--- config.mk ---
export PLATFORM = sky130hd
export DESIGN_NAME = strobed_parallel_byte_receiver
export DESIGN_NICKNAME = d
export VERILOG_FILES = /design/src/rtl/strbr_pkg.sv /design/src/rtl/strbr_core.sv /design/src/rtl/strobed_parallel_byte_receiver.sv
export SDC_FILE = /design/constraint.sdc
export NUM_CORES = 1
export LEC_CHECK = 0
export CAP_MARGIN = 10
export CORE_MARGIN = 2
export CORE_UTILIZATION = 65
export DETAILED_ROUTE_END_ITERATION = 10
export DONT_BUFFER_PORTS = 1
export GPL_TIMING_DRIVEN = 0
export PLACE_DENSITY = 0.86
export SLEW_MARGIN = 10
export SYNTH_ARGS = -nofsm -noshare
export SYNTH_HDL_FRONTEND = slang
export SYNTH_HIERARCHICAL = 1
export SYNTH_SLANG_ARGS = --single-unit
--- constraint.sdc ---
create_clock -name i_clk -period 23.2 [get_ports i_clk]
set_input_delay 2.32 -clock i_clk [delete_from_list [all_inputs] [get_ports i_clk]]
set_output_delay 2.32 -clock i_clk [all_outputs]
set_load 0.01 [all_outputs]
--- src/rtl/strbr_pkg.sv ---
// Shared types and constants for the strobed parallel byte receiver.
`default_nettype none

package strbr_pkg;

    localparam int unsigned MessageLengthDefault = 16;
    localparam int unsigned TickW   = 24;
    localparam int unsigned CountW  = 32;
    localparam int unsigned ByteW   = 8;
    localparam int unsigned PosOutW = 4;
    localparam int unsigned AddrW   = 3;
    localparam int unsigned DataW   = 32;

    localparam logic [TickW-1:0] HoldoffReset = 24'd25000;
    localparam logic [TickW-1:0] DelayReset   = 24'd40001;
    localparam logic [TickW-1:0] TickMax      = {TickW{1'b1}};

    // Request kinds.
    localparam logic KindTick  = 1'b0;
    localparam logic KindClear = 1'b1;

    // Register select, taken from paddr bit 2.
    localparam logic RegHoldoff = 1'b0;
    localparam logic RegDelay   = 1'b1;

    typedef struct packed {
        logic             kind;
        logic             strobe_level;
        logic [ByteW-1:0] bus_byte;
    } t_in;

    typedef struct packed {
        logic               byte_valid;
        logic [ByteW-1:0]   byte_value;
        logic [PosOutW-1:0] byte_position;
        logic               message_end;
        logic               message_ready;
        logic [CountW-1:0]  blocks_received;
        logic [CountW-1:0]  edges_accepted;
        logic [CountW-1:0]  edges_rejected;
        logic [CountW-1:0]  bytes_sampled;
        logic               busy_res;
    } t_out;

endpackage

`default_nettype wire

--- src/rtl/strbr_core.sv ---
// Per-tick edge qualification, sampling delay, message position and counters.
`default_nettype none

module strbr_core #(
    parameter int unsigned MESSAGE_LENGTH = strbr_pkg::MessageLengthDefault
) (
    input  wire logic                         i_clk,
    input  wire logic                         i_rst_n,
    input  wire logic                         i_step,
    input  wire strbr_pkg::t_in               i_req,
    input  wire logic [strbr_pkg::TickW-1:0]  i_holdoff,
    input  wire logic [strbr_pkg::TickW-1:0]  i_delay,
    output strbr_pkg::t_out                   o_res
);

    localparam int unsigned PosW = (MESSAGE_LENGTH > 1) ? $clog2(MESSAGE_LENGTH) : 1;
    localparam logic [PosW-1:0] PosLast = PosW'(MESSAGE_LENGTH - 1);

    logic                          r_prev_strobe, n_prev_strobe;
    logic [strbr_pkg::TickW-1:0]   r_ticks, n_ticks;
    logic [strbr_pkg::TickW-1:0]   r_delay_count, n_delay_count;
    logic                          r_running, n_running;
    logic                          r_armed, n_armed;
    logic [PosW-1:0]               r_pos, n_pos;
    logic                          r_ready, n_ready;
    logic [strbr_pkg::CountW-1:0]  r_blocks, n_blocks;
    logic [strbr_pkg::CountW-1:0]  r_accepts, n_accepts;
    logic [strbr_pkg::CountW-1:0]  r_rejects, n_rejects;
    logic [strbr_pkg::CountW-1:0]  r_samples, n_samples;

    logic                          rising;
    logic [strbr_pkg::TickW-1:0]   ticks_inc;
    logic [strbr_pkg::TickW-1:0]   count_inc;
    logic                          smp_valid;
    logic                          smp_end;
    logic [PosW+strbr_pkg::PosOutW-1:0] pos_ext;

    assign rising    = i_req.strobe_level & ~r_prev_strobe;
    assign ticks_inc = (r_ticks != strbr_pkg::TickMax) ? r_ticks + 1'b1 : r_ticks;
    assign count_inc = r_delay_count + 1'b1;

    always_comb begin
        n_prev_strobe = r_prev_strobe;
        n_ticks       = r_ticks;
        n_delay_count = r_delay_count;
        n_running     = r_running;
        n_armed       = r_armed;
        n_pos         = r_pos;
        n_ready       = r_ready;
        n_blocks      = r_blocks;
        n_accepts     = r_accepts;
        n_rejects     = r_rejects;
        n_samples     = r_samples;
        smp_valid     = 1'b0;
        smp_end       = 1'b0;

        if (i_req.kind == strbr_pkg::KindClear) begin
            // Clear expires the holdoff but leaves a running delay alone.
            n_pos     = '0;
            n_ready   = 1'b0;
            n_blocks  = '0;
            n_accepts = '0;
            n_rejects = '0;
            n_samples = '0;
            n_armed   = 1'b0;
            n_ticks   = strbr_pkg::TickMax;
        end else begin
            n_prev_strobe = i_req.strobe_level;
            n_ticks       = ticks_inc;

            if (r_running) begin
                n_delay_count = count_inc;
                if (count_inc >= i_delay || count_inc == '0) begin
                    n_running = 1'b0;
                    if (r_armed) begin
                        n_armed   = 1'b0;
                        smp_valid = 1'b1;
                        n_samples = r_samples + 1'b1;
                        if (r_pos == PosLast) begin
                            n_pos    = '0;
                            n_ready  = 1'b1;
                            n_blocks = r_blocks + 1'b1;
                            smp_end  = 1'b1;
                        end else begin
                            n_pos = r_pos + 1'b1;
                        end
                    end
                end
            end

            // Edges are judged against the busy state from the start of the tick.
            if (rising && !r_running) begin
                if (ticks_inc < i_holdoff) begin
                    n_rejects = r_rejects + 1'b1;
                end else begin
                    n_accepts     = r_accepts + 1'b1;
                    n_ticks       = '0;
                    n_delay_count = '0;
                    n_running     = 1'b1;
                    n_armed       = 1'b1;
                end
            end
        end
    end

    assign pos_ext = {{strbr_pkg::PosOutW{1'b0}}, r_pos};

    always_comb begin
        o_res.byte_valid      = smp_valid;
        o_res.byte_value      = smp_valid ? i_req.bus_byte : '0;
        o_res.byte_position   = smp_valid ? pos_ext[strbr_pkg::PosOutW-1:0] : '0;
        o_res.message_end     = smp_end;
        o_res.message_ready   = n_ready;
        o_res.blocks_received = n_blocks;
        o_res.edges_accepted  = n_accepts;
        o_res.edges_rejected  = n_rejects;
        o_res.bytes_sampled   = n_samples;
        o_res.busy_res        = n_running;
    end

    always_ff @(posedge i_clk) begin
        if (!i_rst_n) begin
            r_prev_strobe <= 1'b0;
            r_ticks       <= '0;
            r_delay_count <= '0;
            r_running     <= 1'b0;
            r_armed       <= 1'b0;
            r_pos         <= '0;
            r_ready       <= 1'b0;
            r_blocks      <= '0;
            r_accepts     <= '0;
            r_rejects     <= '0;
            r_samples     <= '0;
        end else if (i_step) begin
            r_prev_strobe <= n_prev_strobe;
            r_ticks       <= n_ticks;
            r_delay_count <= n_delay_count;
            r_running     <= n_running;
            r_armed       <= n_armed;
            r_pos         <= n_pos;
            r_ready       <= n_ready;
            r_blocks      <= n_blocks;
            r_accepts     <= n_accepts;
            r_rejects     <= n_rejects;
            r_samples     <= n_samples;
        end
    end

    // A sample can only come out of a running, armed delay.
    a_sample_needs_delay: assert property (@(posedge i_clk) disable iff (!i_rst_n)
        i_step && o_res.byte_valid |-> r_running && r_armed)
        else $error("sample without an armed delay");

    // A message end is always carried by a sampled byte.
    a_end_has_byte: assert property (@(posedge i_clk) disable iff (!i_rst_n)
        i_step && o_res.message_end |-> o_res.byte_valid && o_res.message_ready)
        else $error("message end without a byte");

    // After a clear the counters read zero and the holdoff has expired.
    a_clear_zeroes: assert property (@(posedge i_clk) disable iff (!i_rst_n)
        i_step && i_req.kind == strbr_pkg::KindClear |=>
            r_accepts == '0 && r_rejects == '0 && r_samples == '0 &&
            r_blocks == '0 && !r_armed && r_ticks == strbr_pkg::TickMax)
        else $error("clear left state behind");

    // An armed sample never exists without a running delay.
    a_armed_running: assert property (@(posedge i_clk) disable iff (!i_rst_n)
        r_armed |-> r_running)
        else $error("armed sample outside a delay");

endmodule

`default_nettype wire

--- src/rtl/strobed_parallel_byte_receiver.sv ---
// Top level: register port, request handshake and result register of the byte receiver.
//
// Each request on the input channel is one time tick (kind 0, carrying the strobe
// level and the eight data lines) or a clear command (kind 1). Every request
// produces exactly one result on the output channel, with the sampled byte when
// a sampling delay ended on that tick, plus the running counters and flags.
// A request accepted at a clock edge shows its result at the output from the
// next cycle. Throughput is one request per cycle when unstalled; the whole
// tick update is one pass of logic from the state registers into the result
// register. The input is stalled only while a result is held and the receiver
// stalls, so a new request is taken whenever the result register empties at the
// same edge. A stalled result holds its value.
// The holdoff and sample delay registers sit at byte addresses 0 and 4 of the
// APB port and should be written only while the block is idle. Reset loads the
// registers with their defaults, clears all counters and flags, and treats the
// reset as an accepted edge, so edges in the first holdoff period are rejected.
`default_nettype none

module strobed_parallel_byte_receiver #(
    parameter int unsigned MESSAGE_LENGTH = strbr_pkg::MessageLengthDefault
) (
    input  wire logic                          i_clk,
    input  wire logic                          i_rst_n,

    input  wire logic                          i_in_valid,
    output logic                               o_in_stall,
    input  wire strbr_pkg::t_in                i_in_data,

    output logic                               o_out_valid,
    input  wire logic                          i_out_stall,
    output strbr_pkg::t_out                    o_out_data,

    input  wire logic                          psel,
    input  wire logic                          penable,
    input  wire logic                          pwrite,
    input  wire logic [strbr_pkg::AddrW-1:0]   paddr,
    input  wire logic [strbr_pkg::DataW-1:0]   pwdata,
    output logic [strbr_pkg::DataW-1:0]        prdata,
    output logic                               pready
);

    logic [strbr_pkg::TickW-1:0] r_holdoff;
    logic [strbr_pkg::TickW-1:0] r_delay;
    logic                        r_out_valid;
    strbr_pkg::t_out             r_out_data;

    logic                        cfg_write;
    logic                        step;
    strbr_pkg::t_out             core_res;

    assign pready    = 1'b1;
    assign cfg_write = psel & penable & pwrite;

    always_ff @(posedge i_clk) begin
        if (!i_rst_n) begin
            r_holdoff <= strbr_pkg::HoldoffReset;
            r_delay   <= strbr_pkg::DelayReset;
        end else if (cfg_write) begin
            case (paddr[2])
                strbr_pkg::RegHoldoff: r_holdoff <= pwdata[strbr_pkg::TickW-1:0];
                strbr_pkg::RegDelay:   r_delay   <= pwdata[strbr_pkg::TickW-1:0];
                default: ;
            endcase
        end
    end

    always_comb begin
        case (paddr[2])
            strbr_pkg::RegHoldoff: prdata = strbr_pkg::DataW'(r_holdoff);
            strbr_pkg::RegDelay:   prdata = strbr_pkg::DataW'(r_delay);
            default:               prdata = '0;
        endcase
    end

    assign o_in_stall = r_out_valid & i_out_stall;
    assign step       = i_in_valid & ~o_in_stall;

    strbr_core #(
        .MESSAGE_LENGTH(MESSAGE_LENGTH)
    ) u_core (
        .i_clk     (i_clk),
        .i_rst_n   (i_rst_n),
        .i_step    (step),
        .i_req     (i_in_data),
        .i_holdoff (r_holdoff),
        .i_delay   (r_delay),
        .o_res     (core_res)
    );

    always_ff @(posedge i_clk) begin
        if (!i_rst_n) begin
            r_out_valid <= 1'b0;
        end else if (step) begin
            r_out_valid <= 1'b1;
        end else if (!i_out_stall) begin
            r_out_valid <= 1'b0;
        end
    end

    always_ff @(posedge i_clk) begin
        if (step) begin
            r_out_data <= core_res;
        end
    end

    assign o_out_valid = r_out_valid;
    assign o_out_data  = r_out_data;

endmodule

`default_nettype wire

# Word level (Yosys, flattened, before mapping)
# Cells that the tools add are included.
[totals] register_bits=377 output_inout_bits=179 elab_cells=110
[classes] addsub=7 magnitude_cmp=2 eq_ne=3 muxes=50 bitwise_logic=12 reduce_logical=12
[op_table] operator="$mux 32" count=15
[op_table] operator="$mux 24" count=7
[op_table] operator="$add 32x1->32 const B" count=4
[op_table] operator="$pmux 32 s2" count=1
[op_table] operator="$add 24x1->24 const B" count=2
[op_table] operator="$ge 24x24->1" count=1
[op_table] operator="$logic_not 24->1" count=1
[op_table] operator="$lt 24x24->1" count=1
[op_table] operator="$ne 24x24->1 const B" count=1
[op_table] operator="$mux 1" count=22
[op_table] operator="$mux 4" count=5
[op_table] operator="$not 1->1" count=7
[op_table] operator="$reduce_and 2->1" count=3
[op_table] operator="$reduce_bool 2->1" count=3
[op_table] operator="$and 1x1->1" count=5
[op_table] operator="$add 4x1->4 const B" count=1
[op_table] operator="$eq 4x4->1 const B" count=1
[op_table] operator="$reduce_and 4->1" count=1
[op_table] operator="$reduce_or 4->1" count=1
[op_table] operator="$ne 2x1->1 const B" count=1
[op_table] operator="$logic_and 1x1->1" count=1
[op_table] operator="$logic_not 1->1" count=1
[op_table] operator="$logic_or 1x1->1" count=1

# Logic depth before layout (Yosys ltp)
[depth] word_depth=8 depth_mapped=21

# Cells and area by module
# Netlist, hierarchy kept.
[by_module_without_submodules] module="strbr_core" n_inst=1 cells_per_inst=2000 area_per_inst_um2=14547.7 seq_area_each_um2=3683.5
[by_module_without_submodules] module="strobed_parallel_byte_receiver" n_inst=1 cells_per_inst=383 area_per_inst_um2=6673.9 seq_area_each_um2=5305.1

# Worst setup path before layout
# OpenSTA, ideal clock, no wires.
[synth_timing] path_type="in2reg" startpoint="input i_out_stall" endpoint="register u_core/r_blocks[24] (netlist bit)" arrival_time_ns=12.118 t_required_ns=23.121 setup_slack_ns=11.003 path_stages=10 path_cell_list="and2_1 > nor2b_1 > clkinv_1 > nor2_1 > nand2_1 > clkbuf_1 > clkbuf_1 > nor2_1 > nand4_1 > o211ai_1"
[synth_between] elab_chain_cells=3
[synth_lines] item="from (decl)" line_no="strobed_parallel_byte_receiver.sv:30" source="input wire logic i_out_stall,"
[synth_lines] item="$and 1x1->1" line_no="strobed_parallel_byte_receiver.sv:75" source="assign o_in_stall = r_out_valid & i_out_stall;"
[synth_lines] item="$not 1->1" line_no="strobed_parallel_byte_receiver.sv:76" source="assign step = i_in_valid & ~o_in_stall;"
[synth_lines] item="$and 1x1->1" line_no="strobed_parallel_byte_receiver.sv:76"
[synth_lines] item="named net step" line_no="strobed_parallel_byte_receiver.sv:48" source="logic step;"
[synth_lines] item="to (signal assigned)" line_no="strbr_core.sv:142" source="r_blocks <= n_blocks;"
[synth_lines] item="to (decl)" line_no="strbr_core.sv:26" source="logic [strbr_pkg::CountW-1:0] r_blocks, n_blocks;"
# The timed path passes the listed nets, and every way through them passes these cells.
# A chain may end at the register's enable or synchronous reset.

# Worst setup path in the final report
[layout_timing] startpoint="register u_core/r_ticks[0] (netlist bit)" endpoint="register r_out_data (netlist bit o_out_data[0]), data pin"
[layout_between] elab_chain_cells=6
[layout_lines] item="from (decl)" line_no="strbr_core.sv:20" source="logic [strbr_pkg::TickW-1:0] r_ticks, n_ticks;"
[layout_lines] item="from (signal assigned)" line_no="strbr_core.sv:136" source="r_ticks <= n_ticks;"
[layout_lines] item="$add 24x1->24 / $ne 24x24->1 (equally long branches)" line_no="strbr_core.sv:39" source="assign ticks_inc = (r_ticks != strbr_pkg::TickMax) ? r_ticks + 1'b1 : r_ticks;"
[layout_lines] item="$mux 24 (*)" line_no="strbr_core.sv:39"
[layout_lines] item="$lt 24x24->1 (*)" line_no="strbr_core.sv:93" source="if (ticks_inc < i_holdoff) begin"
[layout_lines] item="$mux 1 (*)" line_no="strbr_core.sv:93"
[layout_lines] item="$mux 1 (*)" line_no="strbr_core.sv:92" source="if (rising && !r_running) begin"
[layout_lines] item="$mux 1 (*)" line_no="strbr_core.sv:57" source="if (i_req.kind == strbr_pkg::KindClear) begin"
[layout_lines] item="named net u_core.n_running" line_no="strbr_core.sv:22" source="logic r_running, n_running;"
[layout_lines] item="to (signal assigned)" line_no="strobed_parallel_byte_receiver.sv:102" source="r_out_data <= core_res;"
[layout_lines] item="to (decl)" line_no="strobed_parallel_byte_receiver.sv:45" source="strbr_pkg::t_out r_out_data;"
# The timed path passes the listed nets; every way through them passes the cells marked *.

==> results.md <==
Route:
- After detailed routing, the number of remaining DRC violations is 0.
- The total routed wirelength is 67.8 mm.
- The initial detailed-routing violation count is 2696.
- The via count is 19600.
- The count of nets left with antenna violations once routing finished came out at 0.
- After detailed routing, the average wire length per cell comes to 23.3 um.
- The first-pass iteration count of the detailed router is 6.
- Using the TritonRoute via totals, the vias-per-cell ratio works out to 6.72.

GRT:
- Entering global routing, the biggest net connects 38 pins.
- The initial antenna violation count is 2.
- The number of global-route vias before repair came to 18700.
- The first global-routing pass estimated 103 mm of wire.
- The sum of overflow across all layers after global routing is 0.
- The all-layer global routing usage is 39.0%.

Place:
- The count of input and output buffers is 0.
- The number of placed instances with taps included is 2837.
- The post-detailed-placement half-perimeter wirelength is 48.4 mm.
- The congestion estimate from routability-driven global placement came to 1.00.

Hold path:
- The worst hold path passes through 2 cells.
- The startpoint of the most critical hold path is u_core/r_prev_strobe.
- For hold timing, the worst endpoint is u_core/r_prev_strobe.
- The tightest min-delay check is of the reg -> reg type.

Synthesis:
- Synthesis inferred 377 register bits.
- In the synthesized netlist the async set-or-reset flop fraction comes to 0%.
- The most frequently used flop master after synthesis is sky130_fd_sc_hd__dfxtp_1.
- Counting distinct cell types in the post-synthesis netlist gives 76.
- The sequential fraction of the synthesis area is 42.4%.
- The number of synthesized flops with an enable pin is 144.
- The Yosys step of the flow raised 6 warnings.
- A synthesized cell averages 8.91 sq um.
- The synthesized netlist occupies a cell area of 21200 sq um.
- Counting every instance in the synthesized netlist gives 2383.

Floorplan:
- Once the floorplan was initialized, standard cells occupied 65.6% of the core.
- Measured along the x axis, the die boundary spans 185 um.
- During I/O placement, the number of pins put on the boundary was 231.
- The core area is 32400 sq um.
- The die covers 34100 sq um.
- The placement row count is 66.
- The chip height is 185 um.

Cells and area:
- Cells with a size suffix above 1 make up 7.20% of the layout.
- The filler-free cell count of the finished design is 2914.
- The end-of-flow core utilization is 72.4%.
- In the layout the commonest cells are 257 x sky130_fd_sc_hd__nor2_1, 250 x sky130_fd_sc_hd__nand2_1, 233 x sky130_fd_sc_hd__dfxtp_1.
- The number of fill cells is 2439.
- The final-stage net count is 2545.
- Leaving out fill and tap cells, the most frequent cell in the layout is sky130_fd_sc_hd__nor2_1.
- The post-synthesis to final-layout area growth is 10.4%.

Critical path:
- For flop-to-flop paths, the worst setup slack is 15.81 ns.
- The category of the critical setup timing path is reg -> reg.
- The largest fanout on the critical path is 10.
- Broken down by cell family, the worst path's largest delay share belongs to simple AND/OR/NAND/NOR gates.
- The slowest stage of the critical path is the sky130_fd_sc_hd__o311ai_0 cell.
- The startpoint identified for the worst register-to-register timing path is u_core/r_ticks[0].
- The number of buffers and inverters on the critical path is 3.
- The worst path required time is 23.51 ns.
- The worst setup path is captured at a register.
- The element type at the critical path start is a register.
- Counting cells, the worst reg-to-reg path comes to 17.
- The largest incremental delay on the critical path is 0.84 ns.
- In this run the critical register-to-register path is captured at o_out_data[0].
- STA puts the critical path data arrival time at 7.69 ns.
- The startpoint of the most critical setup path is u_core/r_ticks[0].
- The signal on the critical path passes through ha_1 -> and3_1 -> and4_1 -> nand4_1 -> nor3b_1 -> nand2_1 -> xnor2_1 -> ha_1 -> a2111oi_0 -> a21oi_1 -> o311ai_0 -> nand4_1 -> clkbuf_1 -> nand2_1 -> clkbuf_1 -> o21ai_0 -> buf_4.

Timing:
- The share of the clock period used by the worst path is 31.8%.
- The final-report hold violation count was 0.
- Measured against its own limit, the worst slew margin works out to 14.3%.
- Setup violations remaining at the end of the flow were counted as 0.
- The total negative slack is 0 ns.
- The number of max-slew violations in the final report is 0.
- Setup repair after global routing left no endpoint under its margin.
- The final critical path time including I/O delays and setup is 7.39 ns.
- The highest clock frequency the design can meet is 135 MHz.
- The worst-margin pin slew is 1.28 ns.
- The final clock skew is 0.0222 ns.

Pwr:
- The worst ir drop on vdd is 60.9 uV.
- For this design the static power due to leakage is 8.29 nW.
- The cell area power density is 67.5 nW/um^2.

CTS:
- The clock passes through at most 3 buffers.
- The number of hold-repair buffers added at the cts stage is 0.
- Clock tree synthesis selected as its root buffer the cell sky130_fd_sc_hd__clkbuf_16.
- The total clock sinks is 377.
- The later pin in the worst-skew pair is clocked with a latency of 0.56 ns.
- Clock tree synthesis inserted a total of 41 buffers.
- The clock transition at the registers of the reported paths is 0.07 ns.
- Once the clock tree was built, the resizer swapped 0 gates to a different size.
- CTS built an H-tree with a depth of 2.
- The post-CTS setup buffer count is 0.
- TritonCTS built the clock tree.

Flow run:
- Max-cap violations in this run came to 0.

Status:
- The flow ran to the end, and the final reports show no timing, DRC or antenna violations.
how the worst max path moves through the flow:
stage | end | slack [ns] | depth (start not counted)
floorplan | u_core/r_blocks[24] | 11.00 | 10
detailed placement | o_out_data[0] | 16.23 | 20
finish | o_out_data[0] | 15.81 | 17
global route | o_out_data[0] | 15.62 | 20
global placement | u_core/r_blocks[24] | 6.17 | 10
CTS | o_out_data[0] | 16.20 | 20
cell type report:
type	instances	area [sq um]	share of cell area, %
Tap cell	442	553	2.36
Inverter	87	327	1.39
Multi-Input combinational cell	1753	11200	47.6
Buffer	173	792	3.38
Sequential cell	377	8990	38.4
Timing Repair Buffer	5	115	0.491
Clock inverter	27	373	1.59
Antenna cell	1	2.50	0.0107
Clock buffer	49	1120	4.77
synthesized netlist by cell type, drive strengths merged (8+ instances only):
master	count	area, sq um
a2111oi	15	313
a211oi	19	178
a21o	21	158
a21oi	125	626
a221o	13	130
a311oi	8	70.1
a31oi	27	169
a32o	8	80.1
and2	25	156
and3	53	332
and4	22	193
buf	48	323
clkbuf	125	469
dfxtp	233	4660
edfxtp	144	4320
ha	55	688
inv	85	319
mux2	28	315
mux2i	70	701
nand2	251	950
nand3	87	440
nand4	62	388
nor2	258	968
nor2b	52	325
nor3	37	185
nor3b	8	60.1
nor4	31	209
o211ai	20	150
o21a	17	128
o21ai	113	566
o31ai	12	90.1
o41ai	8	70.1
or3	45	287
or4	18	139
xnor2	113	990
xor2	42	368
power breakdown:
part	total, mW	internal, mW	switching [mW]
Clock	0.725	0.445	0.279
Combinational	0.130	0.0331	0.0970
Sequential	0.725	0.706	0.0191
layer usage:
metal | share of wire (%) | vias up | track usage (%)
met2 | 44 | 1364 | 62.1
li1 | - | 8667 | -
met3 | 12 | 357 | 9.43
met4 | 7.3 | 0 | 25.4
met5 | 0 | - | 0
met1 | 36 | 9197 | 47.2
through the flow:
stage          power (mW)  worst slack, ns  instance area (sq um)  hold WS, ns
2_1_floorplan       0.815            11.00                  21200        0.436
3_3_place_gp        0.860             6.17                  21800        0.443
3_5_place_dp        0.863            16.23                  21900        0.454
4_1_cts              1.58            16.20                  23400        0.463
5_1_grt              1.62            15.62                  23400        0.495
6_report             1.58            15.81                  23400        0.466
kinds of logic after synthesis:
kind of cell / after synthesis / share of synthesized area (%)
buffers and inverters: 260 / 5.27
adders and majority gates: 55 / 3.24
other: 2 / 0.0354
xor gates and xnor gates: 155 / 6.40
muxes: 98 / 4.79
DFF: 377 / 42.4
AOI/OAI and AO/OA: 468 / 15.4
and+or+nand+nor: 968 / 22.5
registers in the layout (all words and copies together) (netlist names), 4 cells and up:
signal	cells
r_delay	24
u_core/r_blocks	32
o_out_data	144
u_core/r_samples	32
u_core/r_accepts	32
u_core/r_ticks	24
u_core/r_delay_count	24
u_core/r_rejects	32
r_holdoff	24
u_core/r_pos	4
worst min-delay path: stages (launching register included):
cell and delay [ns]:
sky130_fd_sc_hd__dfxtp_1 0.31, sky130_fd_sc_hd__nand2_1 0.05, sky130_fd_sc_hd__a21oi_1 0.06
No activity file was read; power rests on OpenSTA's default activity.
